**config.mk**
```make
export PLATFORM = sky130hd
export DESIGN_NAME = pca_cell
export DESIGN_NICKNAME = d
export VERILOG_FILES = /design/src/sv/palette_color_allocator_defines.svh /design/src/sv/pca_pkg.sv /design/src/sv/pca_cell.sv
export SDC_FILE = /design/constraint.sdc
export NUM_CORES = 1
export LEC_CHECK = 0
export BUFFER_PORTS_ARGS = -buffer_cell sky130_fd_sc_hd__buf_4
export CAP_MARGIN = 30
export CORE_UTILIZATION = 60
export DETAILED_ROUTE_END_ITERATION = 7
export GPL_ROUTABILITY_DRIVEN = 0
export PLACE_DENSITY = 0.81
export REMOVE_ABC_BUFFERS = 1
export SLEW_MARGIN = 5
export SYNTH_ARGS = -nofsm -noshare
export SYNTH_HDL_FRONTEND = slang
export SYNTH_SLANG_ARGS = --single-unit
```
**constraint.sdc**
```tcl
create_clock -name clk_i -period 9.5 [get_ports clk_i]
set_input_delay 0 -clock clk_i [delete_from_list [all_inputs] [get_ports clk_i]]
set_output_delay 0 -clock clk_i [all_outputs]
set_load 0.02 [all_outputs]
```
**src/sv/palette_color_allocator_defines.svh**
```systemverilog
// Assertion macros used by the palette allocator
`ifndef PALETTE_COLOR_ALLOCATOR_DEFINES_SVH
`define PALETTE_COLOR_ALLOCATOR_DEFINES_SVH

// Implication checked on every rising clock edge outside reset
`define PCA_ASSERT_IMPL(lbl, clk, rstn, ante, cons) \
  lbl: assert property (@(posedge clk) disable iff (!rstn) (ante) |-> (cons)) \
    else $error("assertion failed");

// Implication checked in the cycle after the antecedent
`define PCA_ASSERT_NEXT(lbl, clk, rstn, ante, cons) \
  lbl: assert property (@(posedge clk) disable iff (!rstn) (ante) |=> (cons)) \
    else $error("assertion failed");

`endif

```
**src/sv/pca_pkg.sv**
```systemverilog
// Shared constants and types for the palette allocator
package pca_pkg;
  localparam int unsigned PaletteSize = 16;
  localparam int unsigned CompBits    = 8;
  localparam int unsigned CountBits   = 16;
  localparam int unsigned IdxW        = $clog2(PaletteSize);
  localparam int unsigned DistW       = 18;
  localparam int unsigned SqW         = 2 * CompBits;
  localparam int unsigned SumW        = SqW + 2;

  localparam logic [1:0] ReqAlloc   = 2'd0;
  localparam logic [1:0] ReqRelease = 2'd1;
  localparam logic [1:0] ReqLoad    = 2'd2;
  localparam logic [1:0] ReqUnknown = 2'd3;

  localparam logic [1:0] KindExact   = 2'd0;
  localparam logic [1:0] KindNew     = 2'd1;
  localparam logic [1:0] KindNearest = 2'd2;
  localparam logic [1:0] KindNone    = 2'd3;

  localparam logic [1:0] CfgColors   = 2'd0;
  localparam logic [1:0] CfgRedefine = 2'd1;
  localparam logic [1:0] CfgReadonly = 2'd2;

  typedef struct packed {
    logic [CompBits-1:0] r;
    logic [CompBits-1:0] g;
    logic [CompBits-1:0] b;
  } rgb_t;

  // Token walking down the chain of cells
  typedef struct packed {
    logic                valid;
    logic [IdxW-1:0]     pos;     // index of the cell that receives it
    logic                alloc;   // search request
    logic                wr;      // commit request
    logic [1:0]          op;      // commit operation
    logic [IdxW-1:0]     tgt;     // commit target
    rgb_t                col;
  } tok_t;

  localparam logic [1:0] OpBump = 2'd0;
  localparam logic [1:0] OpNew  = 2'd1;
  localparam logic [1:0] OpDec  = 2'd2;
  localparam logic [1:0] OpLoad = 2'd3;

  // What a cell reports to the controller while the search token passes
  typedef struct packed {
    logic               exact;
    logic               free;
    logic [SumW-1:0]    sq_sum;
  } cell_rep_t;
endpackage

```
**src/sv/pca_cell.sv**
```systemverilog
// One palette entry: colour, count and a stage of the token chain
module pca_cell (
  input  logic                                 clk_i,
  input  logic                                 rst_ni,
  input  logic [pca_pkg::IdxW-1:0]             my_idx_i,
  input  logic                                 readonly_i,
  input  pca_pkg::tok_t                        tok_i,
  output pca_pkg::tok_t                        tok_o,
  output pca_pkg::cell_rep_t                   rep_o,
  output logic                                 cnt_zero_o
);
  pca_pkg::rgb_t                     col_q;
  logic [pca_pkg::CountBits-1:0]     cnt_q;
  logic [pca_pkg::CompBits-1:0]      dr, dg, db;
  logic [pca_pkg::SqW-1:0]           sr, sg, sb;
  logic                              hit;
  pca_pkg::tok_t                     tok_d;

  assign hit = tok_i.valid && (tok_i.pos == my_idx_i);

  always_comb begin
    dr = (tok_i.col.r >= col_q.r) ? tok_i.col.r - col_q.r : col_q.r - tok_i.col.r;
    dg = (tok_i.col.g >= col_q.g) ? tok_i.col.g - col_q.g : col_q.g - tok_i.col.g;
    db = (tok_i.col.b >= col_q.b) ? tok_i.col.b - col_q.b : col_q.b - tok_i.col.b;
    sr = dr * dr;
    sg = dg * dg;
    sb = db * db;
    rep_o.exact  = (col_q == tok_i.col);
    rep_o.free   = (cnt_q == '0) && !readonly_i;
    rep_o.sq_sum = pca_pkg::SumW'(sr) + pca_pkg::SumW'(sg) + pca_pkg::SumW'(sb);
  end

  assign cnt_zero_o = (cnt_q == '0);

  always_ff @(posedge clk_i or negedge rst_ni) begin
    if (!rst_ni) begin
      col_q <= '0;
      cnt_q <= '0;
    end else if (hit && tok_i.wr && tok_i.tgt == my_idx_i) begin
      unique case (tok_i.op)
        pca_pkg::OpBump: if (cnt_q != '1) cnt_q <= cnt_q + 1'b1;
        pca_pkg::OpNew: begin
          col_q <= tok_i.col;
          cnt_q <= pca_pkg::CountBits'(1);
        end
        pca_pkg::OpDec:  if (cnt_q != '0) cnt_q <= cnt_q - 1'b1;
        default:         col_q <= tok_i.col;
      endcase
    end
  end

  always_comb begin
    tok_d       = tok_i;
    tok_d.valid = hit;
    tok_d.pos   = tok_i.pos + 1'b1;
  end

  // Hand the token on to the next cell
  always_ff @(posedge clk_i or negedge rst_ni) begin
    if (!rst_ni) begin
      tok_o <= '0;
    end else begin
      tok_o <= tok_d;
    end
  end
endmodule

```
==> results of run 1 <==
through the flow:
step,hold slack [ns],cell area (sq um),std cells,utilization
6_report,0.04883,12610,1554,0.7215
5_1_grt,0.07189,12610,1554,0.7215
4_1_cts,0.004609,12560,1553,0.7187
3_5_place_dp,0.1103,11880,1497,0.6795
3_3_place_gp,0.1100,11880,1497,0.6795
2_1_floorplan,-0.2956,10730,1157,-
state kept, by name (all words and copies together), names as in the netlist:
register and cells:
tok_o 37, cnt_q 16, col_q 24
worst max-delay path by stage:
stage,start,end,slack (ns),depth (start not counted)
floorplan,col_q[0]$_DFFE_PN0P_,rep_o[17],1.19,26
global route,tok_i[0],rep_o[17],0.007,31
detailed placement,col_q[0]$_DFFE_PN0P_,rep_o[17],0.71,28
global placement,col_q[0]$_DFFE_PN0P_,rep_o[17],0.95,28
finish,tok_i[0],rep_o[15],0.44,31
CTS,tok_i[0],rep_o[17],0.27,31
logic make-up after synthesis:
group                      Yosys count  synth area share
muxes                               20           0.01888
adders and majority gates          279            0.4178
AOI/OAI and AO/OA                  196            0.1168
DFF                                 77            0.1773
buffers and inverters              291            0.1034
and+or+nand+nor                    271            0.1219
xor gates and xnor gates            52           0.04397
timing repair:
action / 4_1_cts / 5_1_grt
setup endpoints to repair: 0 / 5
hold buffers: 40 / 0
endpoints found under the hold margin: 135 / 0
resized for setup: 0 / 4
cell usage in the layout (no fill, tap or decap), drive strengths merged, types with 26 or more instances in the layout:
cell type,netlist,routed
dlygate4sd3,0,40
o21ai,60,60
dfrtp,77,77
xor2,30,30
nor2,85,85
fa,140,140
ha,139,139
nand2b,26,26
buf,16,116
nand2,65,65
a21oi,43,43
inv,262,264
layer usage:
layer,up-vias,track usage,part of all wire,routed length [um]
met2,258,0.5319,0.53,13280
met4,0,0.09815,0.026,643
met3,61,0.03852,0.045,1122
met5,-,0,0,0
li1,4063,-,-,-
met1,4275,0.3452,0.40,10080
final cells by class:
class | instances | area, sq um
multi-input combinational | 818 | 7841
fill | 1247 | 4867
sequential | 77 | 1927
timing repair buffer | 156 | 1291
inverter | 262 | 983.4
tap | 225 | 281.5
clock buffer | 10 | 239.0
clock inverter | 6 | 46.29
worst min-delay path, stage by stage:
cell and delay (ns):
buf_4 0.09, xor2_1 0.17, nor4_1 0.10
==> flow_summary.yaml, run 1 <==
run_status:
  status: "complete, no violations"
setup_path:
  path_class: "in -> out"
  cp-end-kind: "output pin"
  required_ns: 9.50
  r2r_start: "cnt_q[1]$_DFFE_PN0P_"
  critPathLaunchType: "input pin"
  path_common_cell: "fa_1"
  reg2reg_slack_ns: 6.70
  cp_num_buf_inv: 10
  path_delay_family: "adder cells"
  cp_slowest_stage_delay_ns: 0.56
  cp_slowest_cell: "fa_1"
  worstReg2RegEnd: "cnt_q[15]$_DFFE_PN0P_"
  reg2reg_depth: 8
  crit_arrival_ns: 9.06
  worstPathMaxFanout: 7
hold_path:
  hp-start: "my_idx_i[3]"
  min_to: "tok_o[36]$_DFF_PN0_"
  holdPathStages: 3
  hp-class: "in -> reg"
finish:
  antenna_cells: 0
  drive_above_1_share: 0.1196
  syn_to_final_growth_pct: 16.00
  fin_nets: 1647
grt:
  grt_usage: 0.2892
  overflow: 0
  antenna_found_initial: 0
  grt_first_pass_wirelength_um: 41870
  grt_pass1_vias: 9033
  grt_start_max_net_pins: 78
cts:
  cts_tree: "done"
  numCtsBuffers: 9
  cts_buffer_depth: 2
  cts.sinks: 77
  clkSlewWorstSetupHoldPaths_ns: 0.06
  postCtsSetupRepairBufs: 0
  clk_latency_ns: 0.35
  h-tree-depth: 3
  root_buffer: "clkbuf_16"
synthesis:
  ys.flop_type: "dfrtp_1"
  synth-edff-count: 0
  seq_area_frac_synth: 0.1773
  synth.cell_area_sq_mm: 0.01087
  synth_area_per_cell_sq_um: 9.166
  yosysMostFrequentCell: "inv_1"
  synth_top_area_frac: 0.2578
  async_flop_share: 1.000
  yosysWarningCount: 0
  yosys.area.top_type: "fa_1"
  yosys_register_bits: 77
  yosys-top-cells-area: "fa_1 (26%), dfrtp_1 (18%), ha_1 (16%)"
  synth_common_cells: "inv_1 (261), fa_1 (140), ha_1 (139), nor2_1 (83), dfrtp_1 (77)"
  synth_cell_types: 67
  syn_inst: 1186
timing:
  tightestPinTransition_ns: 0.9199
  hold_violations: 0
  worst_slack_ns: 0.4381
  finClkSkew_ns: 0.008689
  slew_viol_final: 0
  finalCritPeriodShare: 0.9539
  max_slew_margin: 0.3823
  tns_ns: 0
  finalSetupViolCount: 0
  grt_setup_unrepaired: "false"
  fin_crit_ns: 9.062
  fmax_ghz: 0.1104
floorplan:
  die_h_um: 136.6
  row_count: 48
  boundaryPins: 102
  die_area_sq_mm: 0.01866
  core_sq_mm: 0.01748
  die_w_um: 136.6
  initial_utilization: 0.6220
flow_run:
  maxCapViolCount: 0
route:
  totalWireLength_um: 25120
  drt_iter0_markers: 567
  via_count: 8657
  vias_per_cell: 5.571
  drt_first_pass_iters: 5
  drc: 0
  wl_per_cell_um: 16.17
  ant_nets: 0
place:
  port_buffers: 101
  dp_slack_ns: 0.7133
  dpl.hpwl_um: 19280
Power of run 1 is left out: the tool's default activity adds up to more than one toggle a clock period on the data nets, which glitch-free logic cannot reach.
==> run 2, diff against run 1 <==
--- a/config.mk
+++ b/config.mk
@@ -7,6 +7,7 @@
 export LEC_CHECK = 0
 export BUFFER_PORTS_ARGS = -buffer_cell sky130_fd_sc_hd__buf_4
 export CAP_MARGIN = 30
+export CORE_MARGIN = 4
 export CORE_UTILIZATION = 60
 export DETAILED_ROUTE_END_ITERATION = 7
 export GPL_ROUTABILITY_DRIVEN = 0
==> flow_summary.yaml, run 2 (same netlist as run 1, synthesis figures left out) <==
run_status:
  status: "complete, no violations"
timing:
  finalCritPeriodShare: 0.9300
  fmax_ghz: 0.1132
  fin_crit_ns: 8.835
  grt_setup_unrepaired: "false"
  finalSetupViolCount: 0
  tightestPinTransition_ns: 0.9677
  max_slew_margin: 0.3502
  hold_violations: 0
  finClkSkew_ns: 0.003002
  tns_ns: 0
  slew_viol_final: 0
place:
  port_buffers: 101
  dpl.hpwl_um: 19310
cts:
  cts_tree: "done"
  root_buffer: "clkbuf_16"
  postCtsSetupRepairBufs: 0
  numCtsBuffers: 9
  h-tree-depth: 3
  clk_latency_ns: 0.34
  cts_buffer_depth: 2
  clkSlewWorstSetupHoldPaths_ns: 0.06
  cts.sinks: 77
finish:
  top_regs: "tok_o (37), col_q (24), cnt_q (16)"
  layout_commonest_cell: "inv_1"
  regMostFlops: "tok_o"
  fin_nets: 1647
  drive_above_1_share: 0.1196
  largest_reg_flops: 37
  layout_common_cells: "inv_1 (261), fa_1 (140), ha_1 (139)"
  syn_to_final_growth_pct: 16.10
  antenna_cells: 0
floorplan:
  boundaryPins: 102
  die_h_um: 142.6
  initial_utilization: 0.6199
  row_count: 48
  core_sq_mm: 0.01754
  die_area_sq_mm: 0.02033
  die_w_um: 142.6
grt:
  overflow: 0
  antenna_found_initial: 0
  grt_usage: 0.2575
  grt_pass1_vias: 9033
  grt_first_pass_wirelength_um: 42360
  grt_start_max_net_pins: 78
route:
  ant_nets: 0
  vias_per_cell: 5.579
  via_count: 8669
  drc: 0
  wl_per_cell_um: 16.09
  drt_iter0_markers: 519
  totalWireLength_um: 25010
  drt_first_pass_iters: 5
setup_path:
  worstReg2RegEnd: "cnt_q[15]$_DFFE_PN0P_"
  cp_num_buf_inv: 8
  r2r_start: "cnt_q[4]$_DFFE_PN0P_"
  worstPathMaxFanout: 12
  crit_arrival_ns: 8.84
  cp_slowest_stage_delay_ns: 0.55
  cp-end-kind: "output pin"
  reg2reg_depth: 8
  critPathLaunchType: "input pin"
  required_ns: 9.50
  reg2reg_slack_ns: 6.71
  path_delay_family: "adder cells"
  path_class: "in -> out"
  path_common_cell: "fa_1"
  cp_slowest_cell: "fa_1"
hold_path:
  hp-class: "in -> async"
flow_run:
  maxCapViolCount: 0
## run 2: what timing repair did
item / CTS / global route
setup endpoints to repair: 0 / 7
gates resized for setup: 0 / 6
hold buffers: 40 / 0
endpoints found under the hold margin: 131 / 0
## run 2: stage by stage
stage	instances	hold slack (ns)	cell area (sq um)	setup slack (ns)	util
2_1_floorplan	1157	-0.2956	10730	1.194	-
3_3_place_gp	1497	0.1096	11880	0.7915	0.6772
3_5_place_dp	1497	0.1109	11880	0.5446	0.6772
4_1_cts	1553	0.01778	12560	0.1321	0.7164
5_1_grt	1554	0.03827	12620	0.02870	0.7197
6_report	1554	0.02174	12620	0.6648	0.7197
## run 2: worst max-delay path by stage
stage	to	start	slack [ns]	depth (start not counted)
detailed placement	rep_o[17]	col_q[0]$_DFFE_PN0P_	0.54	27
global placement	rep_o[17]	col_q[0]$_DFFE_PN0P_	0.79	27
finish	rep_o[15]	tok_i[21]	0.66	30
global route	rep_o[17]	tok_i[21]	0.03	32
CTS	rep_o[17]	tok_i[0]	0.13	30
floorplan	rep_o[17]	col_q[0]$_DFFE_PN0P_	1.19	26
## run 2: layer usage
layer | GRT usage | share of wire | vias to the layer above
met5 | 0 | 0 | -
met4 | 0.07154 | 0.028 | 0
met3 | 0.03730 | 0.048 | 57
met2 | 0.4627 | 0.51 | 246
met1 | 0.3243 | 0.41 | 4298
li1 | - | - | 4068
## run 2: worst register-to-register path, cell delays in order, from the launching register on
cell and delay [ns]:
dfrtp_1 0.43, ha_1 0.36, nand2_1 0.09, o311ai_0 0.46
and3_1 0.28, a21boi_0 0.17, o21ai_0 0.42, mux2i_1 0.32
o211ai_1 0.13
## run 2: final cells by class
class / count / area (sq um)
multi-input cells: 818 / 7850
fillers: 1263 / 4916
flip-flops and latches: 77 / 1927
repair buffers: 156 / 1291
inverters: 262 / 983.4
well taps: 225 / 281.5
clock buffers: 12 / 256.5
clock inverters: 4 / 31.28
Power of run 2 is left out for the same reason.
==> run 3, diff against run 2 <==
--- a/config.mk
+++ b/config.mk
@@ -7,6 +7,7 @@
 export LEC_CHECK = 0
 export BUFFER_PORTS_ARGS = -buffer_cell sky130_fd_sc_hd__buf_4
 export CAP_MARGIN = 30
+export CORE_ASPECT_RATIO = 1.25
 export CORE_MARGIN = 4
 export CORE_UTILIZATION = 60
 export DETAILED_ROUTE_END_ITERATION = 7
==> flow_summary.yaml, run 3 (same netlist as run 1, synthesis figures left out) <==
route:
  via_count: 8559
  vias_per_cell: 5.522
  ant_nets: 0
  drt_first_pass_iters: 5
  totalWireLength_um: 25940
  drt_iter0_markers: 474
  wl_per_cell_um: 16.74
  drc: 0
setup_path:
  cp_slowest_cell: "xor2_1"
  worstPathMaxFanout: 9
  cp-end-kind: "output pin"
  crit_arrival_ns: 8.90
  critPathLaunchType: "input pin"
  required_ns: 9.50
  cp_num_buf_inv: 11
  path_class: "in -> out"
  path_delay_family: "adder cells"
  cp_slowest_stage_delay_ns: 0.67
  path_common_cell: "inv_1"
finish:
  regMostFlops: "tok_o"
  top_regs: "tok_o (37), col_q (24), cnt_q (16)"
  fin_nets: 1645
  syn_to_final_growth_pct: 16.22
  antenna_cells: 0
  layout_common_cells: "inv_1 (261), fa_1 (140), ha_1 (139)"
  drive_above_1_share: 0.1176
  layout_commonest_cell: "inv_1"
  largest_reg_flops: 37
  fill_cells: 1337
floorplan:
  core_sq_mm: 0.01763
  boundaryPins: 102
  die_w_um: 128.4
  die_h_um: 158.5
  die_area_sq_mm: 0.02035
  row_count: 54
  initial_utilization: 0.6164
cts:
  postCtsSetupRepairBufs: 0
  clk_latency_ns: 0.34
  numCtsBuffers: 9
  clkSlewWorstSetupHoldPaths_ns: 0.07
  cts.sinks: 77
  h-tree-depth: 3
  cts_buffer_depth: 2
  cts_tree: "done"
  root_buffer: "clkbuf_16"
grt:
  overflow: 0
  grt_usage: 0.2691
  grt_first_pass_wirelength_um: 43790
  grt_start_max_net_pins: 78
  grt_pass1_vias: 9217
  antenna_found_initial: 0
timing:
  grt_setup_unrepaired: "false"
  finalSetupViolCount: 0
  fmax_ghz: 0.1124
  finClkSkew_ns: 0.007899
  tns_ns: 0
  max_slew_margin: 0.3757
  slew_viol_final: 0
  fin_crit_ns: 8.900
  tightestPinTransition_ns: 0.9298
  finalCritPeriodShare: 0.9368
  hold_violations: 0
flow_run:
  maxCapViolCount: 0
hold_path:
  hp-class: "in -> reg"
place:
  dpl.hpwl_um: 20930
  port_buffers: 101
run_status:
  status: "complete, no violations"
==> run 3: worst paths after layout <==
kind	startpoint	end	slack, ns	cells past startpoint
worst max-delay path	tok_i[8]	rep_o[17]	0.60	32
worst min-delay path	my_idx_i[1]	tok_o[36]$_DFF_PN0_	0.01	4
worst max register to register	cnt_q[2]$_DFFE_PN0P_	cnt_q[14]$_DFFE_PN0P_	6.69	8
worst min register to register	col_q[23]$_DFFE_PN0P_	col_q[23]$_DFFE_PN0P_	0.51	1
max in group asynchronous	rst_ni	col_q[11]$_DFFE_PN0P_	8.91	3
min in group asynchronous	rst_ni	tok_o[4]$_DFF_PN0_	0.03	2
==> run 3: cell type report <==
type / count / area (sq um) / share of cell area
Clock buffer: 9 / 225.2 / 0.01783
Clock inverter: 6 / 96.34 / 0.007626
Inverter: 262 / 983.4 / 0.07784
Multi-Input combinational cell: 818 / 7845 / 0.6210
Sequential cell: 77 / 1927 / 0.1525
Tap cell: 224 / 280.3 / 0.02218
Timing Repair Buffer: 154 / 1276 / 0.1010
==> run 3: what timing repair did <==
action,4_1_cts,5_1_grt
resized for setup,0,4
endpoints found under the hold margin,131,0
hold buffers,40,0
endpoints found under the setup margin,0,2
==> run 3: tightest hold or removal path: stages <==
cell and delay, ns:
buf_4 0.10, xnor2_1 0.05, nand2_1 0.07, nor4_1 0.08
==> run 3: per-layer routing <==
| metal | vias to the layer above | GRT usage | wire length (um) |
|---|---|---|---|
| met5 | - | 0 | 0 |
| met4 | 0 | 0.1193 | 1262 |
| li1 | 4056 | - | - |
| met3 | 82 | 0.03154 | 1013 |
| met1 | 4170 | 0.3091 | 9757 |
| met2 | 251 | 0.5006 | 13910 |
==> run 3: stage by stage <==
stage                     worst slack (ns)    util  cell area, sq um  hold slack, ns  instances
final                               0.6004  0.7164             12630         0.01140       1550
after global routing                0.1728  0.7164             12630         0.03796       1550
after CTS                           0.3700  0.7134             12580        0.008501       1549
after detailed placement            0.8161  0.6725             11860          0.1121       1494
after global placement              0.9755  0.6725             11860          0.1123       1494
after floorplan                      1.194       -             10730         -0.2956       1157
Power of run 3 is left out for the same reason.
